==> config.mk <==
export PLATFORM = sky130hd
export DESIGN_NAME = qrs_div_cell
export DESIGN_NICKNAME = d
export VERILOG_FILES = /design/src/sv/qrs_pkg.sv /design/src/sv/qrs_div_cell.sv
export SDC_FILE = /design/constraint.sdc
export NUM_CORES = 1
export LEC_CHECK = 0
export BUFFER_PORTS_ARGS = -buffer_cell sky130_fd_sc_hd__buf_2
export CAP_MARGIN = 20
export CORE_MARGIN = 3
export CORE_UTILIZATION = 48
export DETAILED_ROUTE_END_ITERATION = 10
export HOLD_SLACK_MARGIN = 0.15
export PLACE_DENSITY = 0.95
export SLEW_MARGIN = 10
export SYNTH_ARGS = -nofsm -noshare
export SYNTH_HDL_FRONTEND = slang
export SYNTH_SLANG_ARGS = --single-unit
==> constraint.sdc <==
create_clock -name clk -period 4.75 [get_ports clk]
set_input_delay 0.95 -clock clk [delete_from_list [all_inputs] [get_ports clk]]
set_output_delay 0.95 -clock clk [all_outputs]
set_load 0.005 [all_outputs]
==> src/sv/qrs_pkg.sv <==
// ----------------------------------------------------------------------------
// qrs_pkg: shared types and constants of the quadratic root solver
// widths of the discriminant, square root and divider datapaths
// ----------------------------------------------------------------------------
`default_nettype none

package qrs_pkg;

  localparam int COEF_W    = 16;                      // coefficient width
  localparam int FRAC_BITS = 16;                      // fraction bits of results
  localparam int OUT_W     = 40;                      // result width
  localparam int PROD_W    = 2 * COEF_W;              // b*b and a*c
  localparam int D_W       = 2 * COEF_W + 3;          // signed discriminant
  localparam int MAG_W     = 2 * COEF_W + 2;          // |d|, even width
  localparam int SQ_STEPS  = (MAG_W + 2 * FRAC_BITS) / 2;
  localparam int ROOT_W    = SQ_STEPS;
  localparam int REM_W     = ROOT_W + 4;
  localparam int NB_W      = COEF_W + FRAC_BITS + 1;  // -b * 2^F
  localparam int NUM_W     = ROOT_W + 1;              // numerator magnitude
  localparam int NSUM_W    = NUM_W + 1;               // signed numerator
  localparam int DEN_SW    = COEF_W + 2;              // signed 2a or b
  localparam int DEN_W     = COEF_W + 1;              // divisor magnitude
  localparam int DIV_STEPS = NUM_W;
  localparam int PIPE_DEPTH = SQ_STEPS + DIV_STEPS + 4;

  typedef enum logic [2:0] {
    CASE_TWO_REAL = 3'd0,
    CASE_DOUBLE   = 3'd1,
    CASE_COMPLEX  = 3'd2,
    CASE_LINEAR   = 3'd3,
    CASE_IDENTITY = 3'd4,
    CASE_CONTRA   = 3'd5
  } case_code_t;

  typedef struct packed {
    case_code_t               code;
    logic signed [DEN_SW-1:0] den;
    logic signed [NB_W-1:0]   nb;
  } meta_t;

  typedef struct packed {
    logic              valid;
    meta_t             meta;
    logic [REM_W-1:0]  rem;
    logic [ROOT_W-1:0] root;
    logic [MAG_W-1:0]  rad;
  } sq_lane_t;

  typedef struct packed {
    case_code_t code;
    logic       sgn1;
    logic       sgn2;
  } dmeta_t;

  typedef struct packed {
    logic             valid;
    dmeta_t           meta;
    logic [DEN_W-1:0] dm;
    logic [DEN_W-1:0] r1;
    logic [NUM_W-1:0] n1;
    logic [DEN_W-1:0] r2;
    logic [NUM_W-1:0] n2;
  } dv_lane_t;

endpackage

`default_nettype wire

==> src/sv/qrs_div_cell.sv <==
// ----------------------------------------------------------------------------
// qrs_div_cell: one restoring step of the divider chain
// two numerator lanes share one divisor, one quotient bit each per cycle
// ----------------------------------------------------------------------------
`default_nettype none

module qrs_div_cell (
  input  wire logic              clk,
  input  wire logic              rst_n,
  input  wire qrs_pkg::dv_lane_t lane_i,
  output qrs_pkg::dv_lane_t      lane_o
);
  import qrs_pkg::*;

  logic [DEN_W:0] t1;
  logic [DEN_W:0] t2;
  logic [DEN_W:0] dm_x;
  logic           q1;
  logic           q2;
  logic [DEN_W:0] d1;
  logic [DEN_W:0] d2;
  dv_lane_t       lane_nxt;
  dv_lane_t       lane_r;

  always_comb begin
    dm_x = {1'b0, lane_i.dm};
    t1   = {lane_i.r1, lane_i.n1[NUM_W-1]};
    t2   = {lane_i.r2, lane_i.n2[NUM_W-1]};
    q1   = (t1 >= dm_x);
    q2   = (t2 >= dm_x);
    d1   = t1 - dm_x;
    d2   = t2 - dm_x;
    lane_nxt    = lane_i;
    lane_nxt.r1 = q1 ? d1[DEN_W-1:0] : t1[DEN_W-1:0];
    lane_nxt.r2 = q2 ? d2[DEN_W-1:0] : t2[DEN_W-1:0];
    lane_nxt.n1 = {lane_i.n1[NUM_W-2:0], q1};
    lane_nxt.n2 = {lane_i.n2[NUM_W-2:0], q2};
  end

  always_ff @(posedge clk) begin
    if (!rst_n) begin
      lane_r.valid <= 1'b0;
    end else begin
      lane_r.valid <= lane_nxt.valid;
    end
  end

  always_ff @(posedge clk) begin
    lane_r.meta <= lane_nxt.meta;
    lane_r.dm   <= lane_nxt.dm;
    lane_r.r1   <= lane_nxt.r1;
    lane_r.n1   <= lane_nxt.n1;
    lane_r.r2   <= lane_nxt.r2;
    lane_r.n2   <= lane_nxt.n2;
  end

  assign lane_o = lane_r;

endmodule

`default_nettype wire

Yosys cells after proc, flatten, opt, wreduce, memory -nomap -nowiden
Cells that the tools add are included.

Muxes and demuxes: 2. $lt $le $gt $ge: 2. $add $sub $neg: 2.

Operators with widths (number): $ge A18 B17 Y1 (2); $mux W17 (2); $sub A17 B17 Y17 (2).

Register bits: 125. Input port bits: 127. Output and inout port bits: 125. Word-level logic and storage cells: 15.

Logic depth before layout (Yosys ltp)
Gate-level depths: netlist of the first run.

Depth in word-level cells: 2. Depth in mapped cells: 11. Gate-level depth less buffers: 10.

Worst setup path before layout of the first run
No wires, ideal clock.

Kind: input -> register. From: input port lane_i[84] (netlist name). To: register lane_r, in the netlist lane_o[97]. Arrival time: 2.849 ns. Data required time: 4.629 ns. Path slack: 1.779 ns. Stages: 10. Buffers on the path: 1. Path through: inv_1 -> ha_1 -> inv_1 -> fa_1 -> a21o_1 -> a221oi_2 -> a2111o_1 -> nand3_1 -> buf_2 -> mux2_4.

RTL lines: start: declaration (line qrs_div_cell.sv:10) `input wire qrs_pkg::dv_lane_t lane_i,`; end: declaration (line qrs_div_cell.sv:23) `dv_lane_t lane_r;`.

==> results.sh, run 1 <==
export IMPL_crit_path_end_kind="flip-flop"
export IMPL_io_pin_count=252
export IMPL_grt_max_degree=30
export IMPL_synth_ff_type="dfxtp_1"
export IMPL_cts_tree="yes"
export IMPL_htree_levels=4
export IMPL_cts_root_buf="clkbuf_8"
export IMPL_period_share=0.612
export IMPL_largest_register_ffs=125
export IMPL_synthAdderAreaFrac=0.0993
export IMPL_layout_area_seq_um2=2500
export IMPL_post_drt_wl_per_cell_um=18.8
export IMPL_finalHoldViolCount=0
export IMPL_power_density_nw_per_um2=440
export IMPL_tightest_slew_ns=0.900
export IMPL_cts_sinks=125
export IMPL_slew_violations=0
export IMPL_worst_path_buf_inv=3
export IMPL_grtUsageMet2=0.506
export IMPL_cp_max_fo=19
export IMPL_syn_nets=605
export IMPL_antenna_found_initial=2
export IMPL_numCtsBuffers=17
export IMPL_worst_setup_path_type="in -> reg"
export IMPL_cts_hold_fix_buffers=0
export IMPL_worstHoldStart="lane_i[68]"
export IMPL_die_width_um=105
export IMPL_cp_start_kind="input port"
export IMPL_dieHeight_um=105
export IMPL_rsz0062_at_grt="no"
export IMPL_start_util=0.500
export IMPL_portBuffers=251
export IMPL_final_min_clock_period_ns=2.91
export IMPL_drive_gt1_frac=0.424
export IMPL_areaGrowthSynthToFinish_pct=40.9
export IMPL_synth_top_family_by_area="compound AO/OA/AOI/OAI gates"
export IMPL_grt_pass1_vias=4356
export IMPL_postCtsSetupBuffers=0
export IMPL_setup_violations=0
export IMPL_detail_route_antenna_nets=0
export IMPL_crit_start="lane_i[108]"
export IMPL_globalRouteMet3Util=0.101
export IMPL_critPathArrivalTime_ns=3.35
export IMPL_layout_nets=865
export IMPL_yosysWarnings=0
export IMPL_drc=0
export IMPL_ys_top_cells_by_area="dfxtp_1 53%, ha_1 9.1%, a21oi_1 4.9%"
export IMPL_coreArea_um2=9370
export IMPL_die_area_um2=11000
export IMPL_gp_congestion=0.918
export IMPL_tns_ns=0
export IMPL_grt_usage=0.282
export IMPL_globalRouteOverflowTotal=0
export IMPL_whs_path_depth=1
export IMPL_maxCapViolations=0
export IMPL_crit_chain="buf_2 > inv_1 > ha_1 > nand4_1 > o221ai_1 > o21ai_1 > a21oi_2 > buf_4 > nor2_1 > a21oi_1"
export IMPL_synth_edf_count=0
export IMPL_slew_headroom=0.400
export IMPL_clockBufferDepth=2
export IMPL_max_vdd_ir_drop_mv=0.249
export IMPL_synth_top_cell_by_area="dfxtp_1"
export IMPL_rows=35
export IMPL_ys_ff_latch=125
export IMPL_grt_pass1_wl_um=23900
export IMPL_synth_simple_area_share=0.0889
export IMPL_firstDrtPassIters=5
export IMPL_postLayoutCoreUtil=0.705
export IMPL_routed_wl_um=15800
export IMPL_dp_hpwl_um=12600
export IMPL_async_flop_share=0
export IMPL_timing_fmax_mhz=344
export IMPL_cts_resized_gates=0
export IMPL_avgSynthCellArea_um2=10.6
export IMPL_synth_top_area_frac=0.534
export IMPL_post_drt_via_cell_ratio=5.18
export IMPL_leakagePower_nw=3.28
export IMPL_min_delay_path_class="in -> reg"
export IMPL_syn_area_um2=4690
export IMPL_crit_family="compound AO/OA/AOI/OAI gates"
export IMPL_synth_xor_area_share=0.0467
export IMPL_multiInputGateArea_um2=2020
export IMPL_drtIter0Drc=250
export IMPL_crit_slowest_cell="a21oi_2"
export IMPL_synthCells=442
export IMPL_status="completed"
export IMPL_yosysSeqAreaShare=0.534
export IMPL_max_stage_delay_ns=0.75
export IMPL_yosysUniqueCellTypes=54
export IMPL_required_ns=5.19
export IMPL_use_met1=0.312
export IMPL_fillers=718
export IMPL_clk_pin_slew_ns=0.06
export IMPL_synth_compound_area_share=0.157
export IMPL_hold_end="lane_o[69]$_DFF_P_"
export IMPL_dr_total_vias=4370
export IMPL_synth_mux_area_frac=0.0387
export IMPL_top_usage_layer="met2"
## metal layers
metal / part of all wire / wire length [um] / vias to the layer above
li1: - / - / 2091
met1: 0.38 / 6040 / 2028
met2: 0.51 / 8130 / 213
met3: 0.081 / 1280 / 34
met4: 0.022 / 348 / 4
met5: 0.0021 / 34 / -
## synthesized netlist by cell type (all sizes together) (2+ instances only)
library cell,number
dfxtp,125
a21oi,47
ha,34
nor2,31
inv,27
xnor2,18
nand2,17
mux2,14
a21o,13
o21ai,12
nor3,9
buf,8
nand4,8
nand3,7
xor2,7
o21a,5
a211oi,4
a31oi,4
clkbuf,4
o21bai,4
or3,4
a21boi,3
and3,3
a221oi,2
a22oi,2
a31o,2
fa,2
mux2i,2
nand2b,2
nand3b,2
nor4,2
o2111ai,2
o211ai,2
o311ai,2
## cell usage in the layout (no fill, tap or decap), types with 3 or more instances in the layout
cell type,instances
buf_2,251
dfxtp_1,125
a21oi_1,46
ha_1,34
nor2_1,31
inv_1,27
xnor2_1,18
nand2_1,17
clkbuf_16,16
a21o_1,13
mux2_2,12
nor3_1,9
nand4_1,8
o21ai_0,8
nand3_1,7
xor2_1,7
o21a_1,5
a211oi_1,4
a31oi_1,4
o21bai_1,4
or3_1,4
clkinv_4,4
o21ai_1,3
and3_1,3
a21boi_0,3
clkinvlp_4,3
## kinds of logic (layout without fill, tap and decap cells)
| kind of cell | Yosys count | count (layout) |
|---|---|---|
| DFF | 125 | 125 |
| xor gates and xnor gates | 25 | 25 |
| AOI/OAI and AO/OA | 113 | 113 |
| buffers and inverters | 39 | 311 |
| and+or+nand+nor | 88 | 88 |
| muxes | 16 | 16 |
| adders and majority gates | 36 | 36 |
| other | 0 | 1 |
## through the flow
step / cells / total power, mW / hold slack (ns) / setup WS [ns] / area (um2)
floorplan: 442 / 1.49 / 0.978 / 1.78 / 4690
global placement: 812 / 1.71 / 1.05 / 1.43 / 6050
detailed placement: 812 / 1.73 / 1.05 / 1.33 / 6050
CTS: 843 / 2.92 / 0.507 / 1.88 / 6600
global route: 843 / 3.03 / 0.507 / 1.63 / 6600
finish: 844 / 2.91 / 0.526 / 1.84 / 6600
## how the worst max path moves through the flow
stage	cells past startpoint	slack, ns	endpoint
5_1_grt	12	1.63	lane_o[34]$_DFF_P_
6_report	10	1.84	lane_o[34]$_DFF_P_
4_1_cts	10	1.88	lane_o[34]$_DFF_P_
3_3_place_gp	11	1.43	lane_o[97]$_DFF_P_
2_1_floorplan	10	1.78	lane_o[97]$_DFF_P_
3_5_place_dp	10	1.33	lane_o[34]$_DFF_P_
## power by group
part | switching [mW] | internal, mW
logic | 0.279 | 0.252
registers | 0.0294 | 1.16
clock network | 0.482 | 0.708
## final cells by class
type	instances	area share
diodes	1	0.000379
clock buffers	19	0.0654
clock inverters	12	0.0174
inverters	27	0.0153
multi-input cells	278	0.306
flip-flops and latches	125	0.379
well taps	129	0.0244
repair buffers	253	0.192
(Power assumes the default switching activity.)
==> run 2, diff against run 1 <==
--- a/config.mk
+++ b/config.mk
@@ -8,10 +8,10 @@
 export BUFFER_PORTS_ARGS = -buffer_cell sky130_fd_sc_hd__buf_2
 export CAP_MARGIN = 20
 export CORE_MARGIN = 3
-export CORE_UTILIZATION = 48
+export CORE_UTILIZATION = 45
 export DETAILED_ROUTE_END_ITERATION = 10
 export HOLD_SLACK_MARGIN = 0.15
-export PLACE_DENSITY = 0.95
+export PLACE_DENSITY = 0.9
 export SLEW_MARGIN = 10
 export SYNTH_ARGS = -nofsm -noshare
 export SYNTH_HDL_FRONTEND = slang
==> constraint.sdc (replaced) <==
create_clock -name clk -period 2.7 [get_ports clk]
set_input_delay 0.54 -clock clk [delete_from_list [all_inputs] [get_ports clk]]
set_output_delay 0.54 -clock clk [all_outputs]
set_load 0.005 [all_outputs]
==> run 2 against run 1 <==
  * Clock power is 100% higher
  * Via count up 22%
  * Sequential share of layout area shrank 6.0 points
  * Routed wire length increased by 39%
  * Setup slack got worse by 1.8 ns
  * Final area increased by 19%
  * Global-route usage increased by 6.7 points
  * Non-clock buffer count increased by 107
  * Critical path type unchanged
  * First-iteration DRC count increased by 40%
  * Critical endpoint is now lane_o[90]$_DFF_P_
==> results.sh, run 2 (synthesized netlist as in run 1, its figures left out) <==
export IMPL_crit_path_end_kind="flip-flop"
export IMPL_crit_chain="dlygate4sd3_1 > buf_2 > inv_1 > ha_4 > and3_1 > a221oi_4 > a2111o_1 > nand3_2 > buf_12 > nor2_1 > a21oi_1"
export IMPL_globalRouteOverflowTotal=0
export IMPL_cts_sinks=125
export IMPL_status="completed"
export IMPL_gp_congestion=0.933
export IMPL_dp_hpwl_um=12800
export IMPL_die_area_um2=11700
export IMPL_max_vdd_ir_drop_mv=0.533
export IMPL_fin_area_um2=7850
export IMPL_required_ns=3.11
export IMPL_slew_violations=0
export IMPL_grt_usage=0.349
export IMPL_grt_pass1_wl_um=30500
export IMPL_dr_total_vias=5325
export IMPL_routed_wl_um=21900
export IMPL_worst_setup_path_type="in -> reg"
export IMPL_final_common_cell="buf_2"
export IMPL_detail_route_antenna_nets=0
export IMPL_max_stage_delay_ns=0.58
export IMPL_crit_family="buffers and inverters"
export IMPL_hold_ws_ns=0.259
export IMPL_layout_setup_ws_ns=0.00672
export IMPL_cp_start_kind="input port"
export IMPL_place_area_um2=6180
export IMPL_fillers=537
export IMPL_cts_tree="yes"
export IMPL_whs_path_depth=2
export IMPL_worst_path_buf_inv=4
export IMPL_maxCapViolations=0
export IMPL_die_width_um=108
export IMPL_leakagePower_nw=3.79
export IMPL_portBuffers=251
export IMPL_antenna_found_initial=0
export IMPL_final_min_clock_period_ns=2.69
export IMPL_drtIter0Drc=351
export IMPL_slew_headroom=0.663
export IMPL_clk_pin_slew_ns=0.06
export IMPL_worstHoldStart="lane_i[97]"
export IMPL_num_antenna_cells=0
export IMPL_grt_max_degree=23
export IMPL_critPathArrivalTime_ns=3.11
export IMPL_grt_pass1_vias=5457
export IMPL_layout_nets=972
export IMPL_power_density_nw_per_um2=724
export IMPL_timing_fmax_mhz=371
export IMPL_tightest_slew_ns=0.493
export IMPL_htree_levels=4
export IMPL_post_drt_wl_per_cell_um=23.0
export IMPL_post_drt_via_cell_ratio=5.58
export IMPL_areaGrowthSynthToFinish_pct=67.5
export IMPL_clockBufferDepth=2
export IMPL_min_delay_path_class="in -> reg"
export IMPL_dieHeight_um=108
export IMPL_mostFrequentLayoutCells="252 x buf_2, 125 x dfxtp_1, 87 x dlygate4sd3_1"
export IMPL_cp_max_fo=22
export IMPL_hold_end="lane_o[98]$_DFF_P_"
export IMPL_period_share=0.998
export IMPL_firstDrtPassIters=5
export IMPL_finalHoldViolCount=0
export IMPL_coreArea_um2=9950
export IMPL_rsz0062_at_grt="yes"
export IMPL_crit_slowest_cell="dlygate4sd3_1"
export IMPL_rows=36
export IMPL_io_pin_count=252
export IMPL_setup_violations=0
export IMPL_place_ws_ns=-0.111
export IMPL_cts_root_buf="clkbuf_8"
export IMPL_drc=0
export IMPL_drive_gt1_frac=0.419
export IMPL_numCtsBuffers=17
export IMPL_start_util=0.471
export IMPL_largest_register_ffs=125
[run 2: cell types whose count changed in the layout (fill, tap and decap cells not counted), moves of 5 or more]
cell and delta:
ha_4 +5, buf_4 +16, ha_1 -5, dlygate4sd3_1 +87
[run 2: worst max path at each step]
stage                      startpoint            endpoint  slack (ns)  cells after the start
after global routing      lane_i[107]  lane_o[90]$_DFF_P_       -0.12                     11
after detailed placement   lane_i[84]  lane_o[97]$_DFF_P_       -0.11                     12
final                     lane_i[107]  lane_o[90]$_DFF_P_       0.007                     11
after floorplan            lane_i[84]  lane_o[97]$_DFF_P_        0.14                     10
after CTS                 lane_i[108]  lane_o[49]$_DFF_P_        0.01                     10
after global placement     lane_i[84]  lane_o[97]$_DFF_P_       -0.02                     12
[run 2: power breakdown]
part | switching, mW | internal, mW
registers | 0.0675 | 2.03
clock network | 0.919 | 1.47
logic | 0.610 | 0.589
[run 2: per-layer routing]
metal / routed length [um] / global-route usage
met1: 7580 / 0.353
met4: 1750 / 0.250
met2: 10500 / 0.596
met5: 0 / 0
met3: 2150 / 0.124
[run 2: per-stage QoR]
stage	TNS [ns]	util	power (mW)	cells
CTS	0	0.769	5.50	949
floorplan	0	-	2.63	442
detailed placement	-0.424	0.621	3.07	831
global placement	-0.0199	0.621	3.04	831
global route	-0.401	0.788	5.85	954
finish	0	0.788	5.68	954
[run 2: what timing repair did]
item,CTS,global route
hold buffers,87,0
hold endpoints to repair,87,0
gates resized for setup,0,30
endpoints found under the setup margin,0,25
setup buffers,0,4
[run 2: area by class of cell]
class	instances	area [um2]	share of cell area
Timing Repair Buffer	360	2310	0.294
Inverter	27	101	0.0129
Sequential cell	125	2500	0.319
Clock buffer	20	445	0.0568
Clock inverter	11	159	0.0202
Tap cell	133	166	0.0212
Multi-Input combinational cell	278	2160	0.276
