==> config.mk <==
export PLATFORM = sky130hd
export DESIGN_NAME = qrs_sqrt_cell
export DESIGN_NICKNAME = d
export VERILOG_FILES = /design/src/sv/qrs_pkg.sv /design/src/sv/qrs_sqrt_cell.sv
export SDC_FILE = /design/constraint.sdc
export NUM_CORES = 1
export LEC_CHECK = 0
export BUFFER_PORTS_ARGS = -buffer_cell sky130_fd_sc_hd__buf_4
export CORE_MARGIN = 2
export CORE_UTILIZATION = 30
export DETAILED_ROUTE_END_ITERATION = 12
export GPL_TIMING_DRIVEN = 0
export HOLD_SLACK_MARGIN = 0.06
export SYNTH_ARGS = -nofsm -noshare
export SYNTH_HDL_FRONTEND = slang
export SYNTH_SLANG_ARGS = --single-unit
==> constraint.sdc <==
create_clock -name clk -period 4 [get_ports clk]
set_input_delay 0.8 -clock clk [delete_from_list [all_inputs] [get_ports clk]]
set_output_delay 0.8 -clock clk [all_outputs]
set_load 0.02 [all_outputs]
==> src/sv/qrs_pkg.sv <==
// ----------------------------------------------------------------------------
// qrs_pkg: shared types and constants of the quadratic root solver
// widths of the discriminant, square root and divider datapaths
// ----------------------------------------------------------------------------
`default_nettype none

package qrs_pkg;

  localparam int COEF_W    = 16;                      // coefficient width
  localparam int FRAC_BITS = 16;                      // fraction bits of results
  localparam int OUT_W     = 40;                      // result width
  localparam int PROD_W    = 2 * COEF_W;              // b*b and a*c
  localparam int D_W       = 2 * COEF_W + 3;          // signed discriminant
  localparam int MAG_W     = 2 * COEF_W + 2;          // |d|, even width
  localparam int SQ_STEPS  = (MAG_W + 2 * FRAC_BITS) / 2;
  localparam int ROOT_W    = SQ_STEPS;
  localparam int REM_W     = ROOT_W + 4;
  localparam int NB_W      = COEF_W + FRAC_BITS + 1;  // -b * 2^F
  localparam int NUM_W     = ROOT_W + 1;              // numerator magnitude
  localparam int NSUM_W    = NUM_W + 1;               // signed numerator
  localparam int DEN_SW    = COEF_W + 2;              // signed 2a or b
  localparam int DEN_W     = COEF_W + 1;              // divisor magnitude
  localparam int DIV_STEPS = NUM_W;
  localparam int PIPE_DEPTH = SQ_STEPS + DIV_STEPS + 4;

  typedef enum logic [2:0] {
    CASE_TWO_REAL = 3'd0,
    CASE_DOUBLE   = 3'd1,
    CASE_COMPLEX  = 3'd2,
    CASE_LINEAR   = 3'd3,
    CASE_IDENTITY = 3'd4,
    CASE_CONTRA   = 3'd5
  } case_code_t;

  typedef struct packed {
    case_code_t               code;
    logic signed [DEN_SW-1:0] den;
    logic signed [NB_W-1:0]   nb;
  } meta_t;

  typedef struct packed {
    logic              valid;
    meta_t             meta;
    logic [REM_W-1:0]  rem;
    logic [ROOT_W-1:0] root;
    logic [MAG_W-1:0]  rad;
  } sq_lane_t;

  typedef struct packed {
    case_code_t code;
    logic       sgn1;
    logic       sgn2;
  } dmeta_t;

  typedef struct packed {
    logic             valid;
    dmeta_t           meta;
    logic [DEN_W-1:0] dm;
    logic [DEN_W-1:0] r1;
    logic [NUM_W-1:0] n1;
    logic [DEN_W-1:0] r2;
    logic [NUM_W-1:0] n2;
  } dv_lane_t;

endpackage

`default_nettype wire

==> src/sv/qrs_sqrt_cell.sv <==
// ----------------------------------------------------------------------------
// qrs_sqrt_cell: one digit step of the square root chain
// retires two radicand bits and produces one root bit per cycle
// ----------------------------------------------------------------------------
`default_nettype none

module qrs_sqrt_cell (
  input  wire logic              clk,
  input  wire logic              rst_n,
  input  wire qrs_pkg::sq_lane_t lane_i,
  output qrs_pkg::sq_lane_t      lane_o
);
  import qrs_pkg::*;

  logic [REM_W-1:0] rem_sh;
  logic [REM_W-1:0] trial;
  logic             take;
  sq_lane_t         lane_nxt;
  sq_lane_t         lane_r;

  always_comb begin
    rem_sh   = {lane_i.rem[REM_W-3:0], lane_i.rad[MAG_W-1 -: 2]};
    trial    = REM_W'({lane_i.root, 2'b01});
    take     = (rem_sh >= trial);
    lane_nxt = lane_i;
    lane_nxt.rem  = take ? (rem_sh - trial) : rem_sh;
    lane_nxt.root = {lane_i.root[ROOT_W-2:0], take};
    lane_nxt.rad  = {lane_i.rad[MAG_W-3:0], 2'b00};
  end

  always_ff @(posedge clk) begin
    if (!rst_n) begin
      lane_r.valid <= 1'b0;
    end else begin
      lane_r.valid <= lane_nxt.valid;
    end
  end

  always_ff @(posedge clk) begin
    lane_r.meta <= lane_nxt.meta;
    lane_r.rem  <= lane_nxt.rem;
    lane_r.root <= lane_nxt.root;
    lane_r.rad  <= lane_nxt.rad;
  end

  assign lane_o = lane_r;

endmodule

`default_nettype wire

Word level (Yosys, flattened, before mapping):

Index checks and enable logic that the tools add are counted.

* word-level logic and storage cells: 10
* input bits: 161
* output and inout port bits: 159
* flip-flop bits (word level): 157

* add/sub/neg operators: 1
* magnitude comparators: 1
* mux-type cells: 1

Operator list (count)
* $ge A37 B35 Y1: 1
* $mux W37: 1
* $sub A37 B35 Y37: 1

Logic depth before layout (Yosys ltp):

Gate-level depths: netlist (run 1).

* depth in word-level cells: 2
* depth in mapped cells: 14

Least setup slack after synthesis (run 1):

Ideal clock, no wire load.

* kind: input-to-reg
* start: input port lane_i[36] (netlist name)
* end: register lane_r (netlist bit lane_o[102])
* data required time: 3879 ps
* setup time: 121 ps
* arrival time: 2824 ps
* buffers on the path: 0
* cell stages on the path: 11
* setup slack: 1055 ps
* cells stage by stage: inv_1 > ha_1 > nand2_1 > o31ai_2 > a21oi_2 > o21ai_2 > nand3b_2 > a21boi_2 > a221oi_2 > o31ai_2 > mux2_2

RTL lines
* start, declared: RTL line qrs_sqrt_cell.sv:10 `input wire qrs_pkg::sq_lane_t lane_i,`
* end, declared: RTL line qrs_sqrt_cell.sv:19 `sq_lane_t lane_r;`

==> qor.csv, run 1 <==
stage,metric,value,unit
global_routing,grt-ovfl-total,0,
global_routing,grt_pass1_vias,5058,
clocking,clk_path_buf_depth,2,
place,place_congestion,0.791,
finish,mostFrequentLayoutCells,"buf_4 (318), dfxtp_1 (157), nand2_1 (51)",
yosys,ys_seq_area_share,54.8,%
clocking,clkTransAtPathRegs,0.07,ns
setup_path,worst_path_most_repeated_cell,a21oi_1,
detailed_routing,drc,0,
detailed_routing,viasPerCell,4.53,
finish,antennaDiodeCount,0,
sta,relSlewSlack,55.7,%
power,power_density,486,nW/µm²
sta,fmax,0.309,GHz
clocking,cts_resized,0,
place,port-buffer-count,315,
detailed_routing,routed_wirelength,19.8,mm
clocking,clkSinkCount,157,
setup_path,worst_setup_path_end_kind,register,
die,dieArea,20200,µm²
sta,finalMaxSlewViolations,0,
global_routing,track_usage,19.2,%
die,initial_utilization,30.7,%
yosys,syn_area,5740,µm²
sta,setup_viol,0,
setup_path,path_cells,buf_4 -> inv_1 -> ha_1 -> a21oi_1 -> o31ai_2 -> a21oi_2 -> o21ai_2 -> nand3b_2 -> a21oi_1 -> o31ai_4 -> clkbuf_1 -> o21ai_1,
sta,rsz0062_at_grt,no,
detailed_routing,wl_per_cell,17.5,µm
setup_path,crit_slowest_cell,clkbuf_1,
worst_hold_path,hold_path.class,input pin to register,
die,die_y,142,µm
yosys,synth_cell_types,62,
sta,fin_crit_sh,80.9,%
setup_path,cp-start-kind,input pin,
die,io_pins,320,
sta,setup_tns,0,ns
clocking,cts_hold_buf,0,
detailed_routing,drt_iter0_markers,133,
detailed_routing,dr.pass1.iters,4,
yosys,synth_edf_count,0,
sta,fin_crit,3.24,ns
detailed_routing,drt.antenna.violating_nets,0,
finish,nets,1080,
die,core_area,18700,µm²
setup_path,cp_data_required_time,4.28,ns
setup_path,crit_fanout,10,
global_routing,grt_max_degree,18,
sta,hold_viol,0,
sta,tightest_slew,0.665,ns
global_routing,antenna_found_initial,1,
clocking,post_cts_buffers,0,
power,leakagePower,4.36,nW
place,hpwl,16.1,mm
finish,fillers,1860,
status,status,"finished, final reports clean",
flow_run,cap_violations,0,
finish,area_growth_syn_to_layout,56.4,%
clocking,cts_tree,yes,
global_routing,grt_pass1_wl,28.7,mm
yosys,synth_area_per_cell,10.4,µm²
finish,mostFrequentLayoutCell,buf_4,
setup_path,critical_path_class,input pin to register,
die,rows,50,
yosys,async_reset_ff_share,0,%
finish,largest_reg_flops,157,
yosys,synth_cells,549,
power,irDropWorstVdd,0.290,mV
finish,drive_gt1_share,43.3,%
clocking,h-tree-depth,4,
yosys,yosys_warnings,0,
yosys,synth_seq_cells,157,
die,die_x,142,µm
detailed_routing,vias,5114,
setup_path,cp_data_arrival_time,3.52,ns
clocking,cts_made_buffers,17,
setup_path,slowest_delay,0.57,ns
yosys,synth_flop_cell,dfxtp_1,
clocking,cts_root_buf,clkbuf_16,
finish,final_util,48.0,%
==> layer usage <==
metal  GRT usage [%]  up-vias  wire length [µm]
met4            6.11        2               436
met2            34.7      177             10000
met5               0        -                13
met3            7.67       26              1810
met1            20.4     2355              7500
li1                -     2554                 -
==> path summary, 6_finish.rpt <==
check / start / end / slack (ns) / cells after the start
min: lane_i[124] / lane_o[124]$_DFF_P_ / 0.47 / 1
max: lane_i[36] / lane_o[98]$_DFF_P_ / 0.76 / 12
==> per-stage QoR <==
stage | power [mW] | area [µm²] | hold slack [ns] | worst slack [ns] | cells
floorplan | 2.35 | 5740 | 0.828 | 1.05 | 550
global placement | 2.83 | 8400 | 0.905 | 0.185 | 1099
detailed placement | 2.83 | 8400 | 0.905 | 0.220 | 1099
CTS | 4.42 | 8970 | 0.449 | 0.668 | 1130
global route | 4.56 | 8970 | 0.438 | 0.415 | 1130
finish | 4.36 | 8970 | 0.465 | 0.764 | 1130
==> worst max-delay path, delay by kind of cell <==
kind	cells	cell delay, ns
adders and majority gates	1	0.34
AOI/OAI and AO/OA	7	1.56
buffers and inverters	3	0.68
and+or+nand+nor	1	0.13
==> cell usage after synthesis, types with 2 or more instances <==
cell | count | share of area (%)
dfxtp_1 | 157 | 55
nand2_1 | 51 | 3.3
inv_1 | 42 | 2.7
ha_1 | 35 | 7.6
a21oi_1 | 29 | 2.5
nor2_1 | 23 | 1.5
o21ai_0 | 23 | 2.0
o21ai_1 | 20 | 1.7
xnor2_1 | 16 | 2.4
a21o_1 | 13 | 1.7
xor2_1 | 12 | 1.8
nand3_1 | 10 | 0.87
nor3_1 | 8 | 0.70
nand4_1 | 7 | 0.76
o21a_1 | 7 | 0.92
a211oi_1 | 6 | 0.79
and2_1 | 6 | 0.65
o21bai_1 | 6 | 0.79
o31ai_2 | 6 | 1.3
buf_2 | 5 | 0.44
nand2b_1 | 5 | 0.55
clkbuf_1 | 4 | 0.26
mux2_2 | 4 | 0.79
a31o_2 | 3 | 0.46
a31oi_1 | 3 | 0.33
and3_1 | 3 | 0.33
buf_4 | 3 | 0.39
buf_6 | 3 | 0.59
mux2_4 | 3 | 0.79
nor2b_1 | 3 | 0.33
a41oi_1 | 2 | 0.31
==> area by class of cell <==
type | instances | area (µm²) | share of cell area (%)
inverters | 43 | 161 | 1.80
well taps | 234 | 293 | 3.26
clock inverters | 14 | 148 | 1.65
clock buffers | 17 | 425 | 4.74
flip-flops and latches | 157 | 3140 | 35.0
plain buffers | 15 | 96.3 | 1.07
repair buffers | 315 | 2360 | 26.4
multi-input cells | 335 | 2340 | 26.1
==> cells by family after synthesis <==
logic type	after synthesis	share of synthesized area (%)
buf+inv	58	4.49
fa+ha+maj	35	7.63
xor+xnor	28	4.27
simple gates	128	11.2
compound gates	135	16.0
other cells	1	0.0654
mux	7	1.57
flops	157	54.8
==> power breakdown <==
part | internal (mW) | total (mW) | switching, mW
combinational | 0.474 | 1.04 | 0.562
sequential | 1.71 | 1.75 | 0.0379
clock | 0.830 | 1.57 | 0.744
(Power assumes the default switching activity.)
==> run 2: changes to the inputs <==
==> constraint.sdc (replaced) <==
create_clock -name clk -period 3.39 [get_ports clk]
set_input_delay 0.678 -clock clk [delete_from_list [all_inputs] [get_ports clk]]
set_output_delay 0.678 -clock clk [all_outputs]
set_load 0.02 [all_outputs]
==> qor.csv, run 2 (synthesis gave the netlist of run 1 again) <==
stage,metric,value,unit,change
finish,largest_reg_flops,157,,unchanged
clocking,cts_hold_buf,0,,unchanged
die,die_y,142,µm,unchanged
sta,setup_tns,0,ns,unchanged
place,dp.cells,1099,,unchanged
die,dieArea,20200,µm²,unchanged
setup_path,critical_path_class,input pin to register,,
setup_path,setup.worst_path.start,lane_i[36],,
detailed_routing,dr.pass1.iters,4,,unchanged
sta,rsz0062_at_grt,no,,
die,die_x,142,µm,unchanged
global_routing,grt_max_degree,18,,unchanged
clocking,clkSinkCount,157,,unchanged
sta,holdWs,0.343,ns,-0.122 ns
finish,area_growth_syn_to_layout,56.4,%,about the same
finish,layout.cells.non_filler,1130,,unchanged
detailed_routing,drt.antenna.violating_nets,0,,unchanged
finish,final_area,8970,µm²,about the same
place,hpwl,16.1,mm,unchanged
die,io_pins,320,,unchanged
setup_path,cp-start-kind,input pin,,
sta,setup_viol,0,,unchanged
clocking,clkTransAtPathRegs,0.07,ns,about the same
global_routing,grt_pass1_vias,5058,,unchanged
global_routing,antenna_found_initial,1,,unchanged
detailed_routing,drt_iter0_markers,133,,unchanged
detailed_routing,wl_per_cell,17.5,µm,about the same
clocking,post_cts_buffers,0,,unchanged
detailed_routing,vias,5118,,+0.078%
sta,fin_crit_sh,90.3,%,
detailed_routing,drc,0,,unchanged
sta,fmax,0.327,GHz,
worst_hold_path,min_from,lane_i[124],,
worst_hold_path,hold_path.class,input pin to register,,
finish,final_util,48.0,%,about the same
finish,drive_gt1_share,43.4,%,+0.11 points
power,leakagePower,4.37,nW,about the same
place,port-buffer-count,315,,unchanged
clocking,cts_tree,yes,,
die,rows,50,,unchanged
clocking,cts_made_buffers,17,,unchanged
finish,nets,1080,,unchanged
flow_run,cap_violations,0,,unchanged
detailed_routing,viasPerCell,4.53,,about the same
die,initial_utilization,30.7,%,unchanged
setup_path,cp_data_required_time,3.68,ns,-0.60 ns
setup_path,crit_fanout,10,,unchanged
detailed_routing,routed_wirelength,19.8,mm,about the same
sta,hold_viol,0,,unchanged
sta,finalMaxSlewViolations,0,,unchanged
die,core_area,18700,µm²,unchanged
clocking,clk_path_buf_depth,2,,unchanged
sta,fin_crit,3.06,ns,
place,place_area,8400,µm²,unchanged
finish,mostFrequentLayoutCells,"buf_4 (318), dfxtp_1 (157), nand2_1 (51)",,
setup_path,cp_data_arrival_time,3.35,ns,-0.17 ns
power,power_density,574,nW/µm²,+18%
sta,tightest_slew,0.530,ns,-0.134 ns
global_routing,grt-ovfl-total,0,,unchanged
global_routing,track_usage,19.2,%,unchanged
setup_path,worst_setup_path_end_kind,register,,
global_routing,grt_pass1_wl,28.7,mm,unchanged
clocking,h-tree-depth,4,,unchanged
power,irDropWorstVdd,0.342,mV,+18%
finish,mostFrequentLayoutCell,buf_4,,
place,place_congestion,0.791,,unchanged
clocking,cts_root_buf,clkbuf_16,,
status,status,"finished, final reports clean",,
sta,relSlewSlack,64.6,%,+8.9 points
finish,antennaDiodeCount,0,,unchanged
## run 2: cell types whose count changed in the layout (fill, tap and decap cells not counted)
| cell | previous run | this run |
|---|---|---|
| clkbuf_1 | 4 | 3 |
| clkbuf_2 | 0 | 1 |
## run 2: metrics by stage
step	power, mW	setup slack, ns
2_1_floorplan	2.77	0.567
3_3_place_gp	3.33	-0.303
3_5_place_dp	3.34	-0.268
4_1_cts	5.21	0.180
5_1_grt	5.38	0.0107
6_report	5.15	0.329
## run 2: critical path: stages
cell,delay [ns]
buf_4,0.08
inv_1,0.03
ha_1,0.34
a21oi_1,0.23
o31ai_2,0.15
a21oi_2,0.30
o21ai_2,0.13
nand3b_2,0.13
a21oi_1,0.12
o31ai_4,0.47
clkbuf_1,0.47
o21ai_0,0.20
## run 2: metal layers
| layer | routed length, µm | vias up | GRT usage (%) |
|---|---|---|---|
| li1 | - | 2556 | - |
| met4 | 436 | 2 | 6.11 |
| met1 | 7500 | 2357 | 20.4 |
| met2 | 9990 | 177 | 34.7 |
| met5 | 13 | - | 0 |
| met3 | 1820 | 26 | 7.67 |
## run 2: what timing repair did
item,CTS,global route
endpoints found under the setup margin,0,9
hold endpoints to repair,0,0
resized for setup,0,2
## run 2: report_power, final
| part | switching, mW | internal (mW) | total [mW] | leakage, nW |
|---|---|---|---|---|
| registers | 0.0447 | 2.02 | 2.07 | 1.32 |
| logic | 0.664 | 0.559 | 1.22 | 2.76 |
| clock network | 0.878 | 0.979 | 1.86 | 0.276 |
## run 2: final cells by class
class,count,area (µm²)
fillers,1860,9730
flip-flops and latches,157,3140
repair buffers,315,2360
multi-input cells,335,2340
clock buffers,17,425
well taps,234,293
inverters,43,161
clock inverters,14,148
plain buffers,15,97.6
## run 2: path summary, 6_finish.rpt
check / depth (start not counted) / slack, ns / end
max: 12 / 0.33 / lane_o[72]$_DFF_P_
min: 1 / 0.34 / lane_o[124]$_DFF_P_
==> run 3: changes to the inputs <==
--- a/config.mk
+++ b/config.mk
@@ -11,6 +11,7 @@
 export DETAILED_ROUTE_END_ITERATION = 12
 export GPL_TIMING_DRIVEN = 0
 export HOLD_SLACK_MARGIN = 0.06
+export PLACE_DENSITY_LB_ADDON = 0.15
 export SYNTH_ARGS = -nofsm -noshare
 export SYNTH_HDL_FRONTEND = slang
 export SYNTH_SLANG_ARGS = --single-unit
==> qor.csv, run 3 (synthesis gave the netlist of run 1 again) <==
stage,metric,value,unit,change
status,status,"finished, final reports clean",,
die,initial_utilization,30.7,%,unchanged
global_routing,grt_pass1_wl,27.2,mm,-5.3%
place,place_congestion,0.804,,+1.7%
finish,drive_gt1_share,43.3,%,-0.16 points
finish,largest_reg_flops,157,,unchanged
setup_path,cp_data_required_time,3.68,ns,about the same
finish,final_util,48.2,%,+0.28 points
sta,hold_viol,0,,unchanged
global_routing,track_usage,17.9,%,-1.3 points
finish,fillers,1822,,-2.0%
detailed_routing,drt.antenna.violating_nets,0,,unchanged
sta,setup_viol,0,,unchanged
finish,antennaDiodeCount,0,,unchanged
sta,fin_crit,3.17,ns,+0.107 ns
die,rows,50,,unchanged
power,irDropWorstVdd,0.340,mV,-0.67%
clocking,cts_tree,yes,,
clocking,cts_hold_buf,0,,unchanged
place,dp.cells,1099,,unchanged
sta,rsz0062_at_grt,no,,
global_routing,grt-ovfl-total,0,,unchanged
setup_path,path_cells,buf_4 -> inv_1 -> ha_1 -> a21oi_1 -> o31ai_2 -> a21oi_2 -> o21ai_2 -> nand3b_2 -> a21oi_1 -> o31ai_4 -> clkbuf_1 -> o21ai_1,,
flow_run,cap_violations,0,,unchanged
detailed_routing,vias,5070,,-0.94%
clocking,clk_path_buf_depth,2,,unchanged
finish,layout.cells.non_filler,1131,,+0.088%
clocking,cts_root_buf,clkbuf_16,,
die,die_y,142,µm,unchanged
detailed_routing,viasPerCell,4.48,,-1.0%
die,core_area,18700,µm²,unchanged
clocking,cts_made_buffers,17,,unchanged
setup_path,worst_path_most_repeated_cell,a21oi_1,,
die,dieArea,20200,µm²,unchanged
finish,mostFrequentLayoutCell,buf_4,,
place,port-buffer-count,315,,unchanged
sta,fmax,0.316,GHz,-3.4%
worst_hold_path,hold_path.class,input pin to register,,
detailed_routing,dr.pass1.iters,4,,unchanged
clocking,clkTransAtPathRegs,0.07,ns,about the same
detailed_routing,wl_per_cell,16.5,µm,-5.6%
global_routing,grt_pass1_vias,4869,,-3.7%
die,io_pins,320,,unchanged
detailed_routing,routed_wirelength,18.7,mm,-5.6%
finish,final_area,9020,µm²,+0.59%
sta,tightest_slew,0.700,ns,+0.170 ns
setup_path,cpLargestDelayFamily,compound AO/OA/AOI/OAI gates,,
finish,area_growth_syn_to_layout,57.3,%,
setup_path,critPathBufInv,3,,unchanged
clocking,h-tree-depth,4,,unchanged
place,place_area,8400,µm²,unchanged
setup_path,critical_path_class,input pin to register,,
setup_path,slowest_delay,0.59,ns,+0.12 ns
die,die_x,142,µm,unchanged
setup_path,cp_data_arrival_time,3.45,ns,+0.10 ns
global_routing,grt_max_degree,17,,-1
place,hpwl,14.8,mm,-8.0%
setup_path,crit_fanout,10,,unchanged
power,leakagePower,4.39,nW,+0.55%
setup_path,cp-start-kind,input pin,,
setup_path,crit_slowest_cell,clkbuf_1,,
finish,mostFrequentLayoutCells,"buf_4 (318), dfxtp_1 (157), nand2_1 (51)",,
clocking,post_cts_buffers,0,,unchanged
clocking,clkSinkCount,157,,unchanged
power,finalPower,5.35,mW,+3.9%
power,power_density,593,nW/µm²,+3.3%
setup_path,worst_setup_path_end_kind,register,,
finish,nets,1080,,unchanged
sta,finalMaxSlewViolations,0,,unchanged
clocking,cts_resized,0,,unchanged
sta,fin_crit_sh,93.4,%,+3.2 points
detailed_routing,drt_iter0_markers,148,,+11%
sta,holdWs,0.350,ns,+0.00641 ns
detailed_routing,drc,0,,unchanged
sta,relSlewSlack,53.3,%,-11 points
global_routing,antenna_found_initial,0,,-1
-- run 3: metrics by stage --
stage / setup WS [ns] / TNS, ns
2_1_floorplan: 0.567 / 0
3_3_place_gp: -0.292 / -5.13
3_5_place_dp: -0.282 / -4.55
4_1_cts: 0.153 / 0
5_1_grt: 0.0325 / 0
6_report: 0.222 / 0
-- run 3: cell type report --
| cell class | instances | area (µm²) | share of cell area [%] |
|---|---|---|---|
| repair buffers | 315 | 2360 | 26.2 |
| flip-flops and latches | 157 | 3140 | 34.8 |
| inverters | 43 | 161 | 1.79 |
| plain buffers | 15 | 96.3 | 1.07 |
| multi-input cells | 335 | 2340 | 25.9 |
| well taps | 234 | 293 | 3.24 |
| clock buffers | 18 | 429 | 4.76 |
| clock inverters | 14 | 198 | 2.19 |
-- run 3: per-layer routing --
layer | share of wire [%] | wire, µm | vias to the layer above | global-route usage (%)
li1 | - | - | 2555 | -
met1 | 38 | 7160 | 2304 | 20.1
met2 | 50 | 9410 | 193 | 31.3
met3 | 9.9 | 1850 | 18 | 6.56
met4 | 1.4 | 258 | 0 | 6.00
met5 | 0 | 0 | - | 0
-- run 3: where the power goes --
group          switching [mW]  internal, mW  leakage (nW)
registers              0.0444          2.02          1.32
clock network           0.873          1.19         0.304
logic                   0.657         0.559          2.76
total                    1.57          3.77          4.39
-- run 3: final timing paths --
check                  startpoint             endpoint  cells after the start
worst max-delay path   lane_i[36]   lane_o[91]$_DFF_P_                     12
worst min-delay path  lane_i[123]  lane_o[123]$_DFF_P_                      1
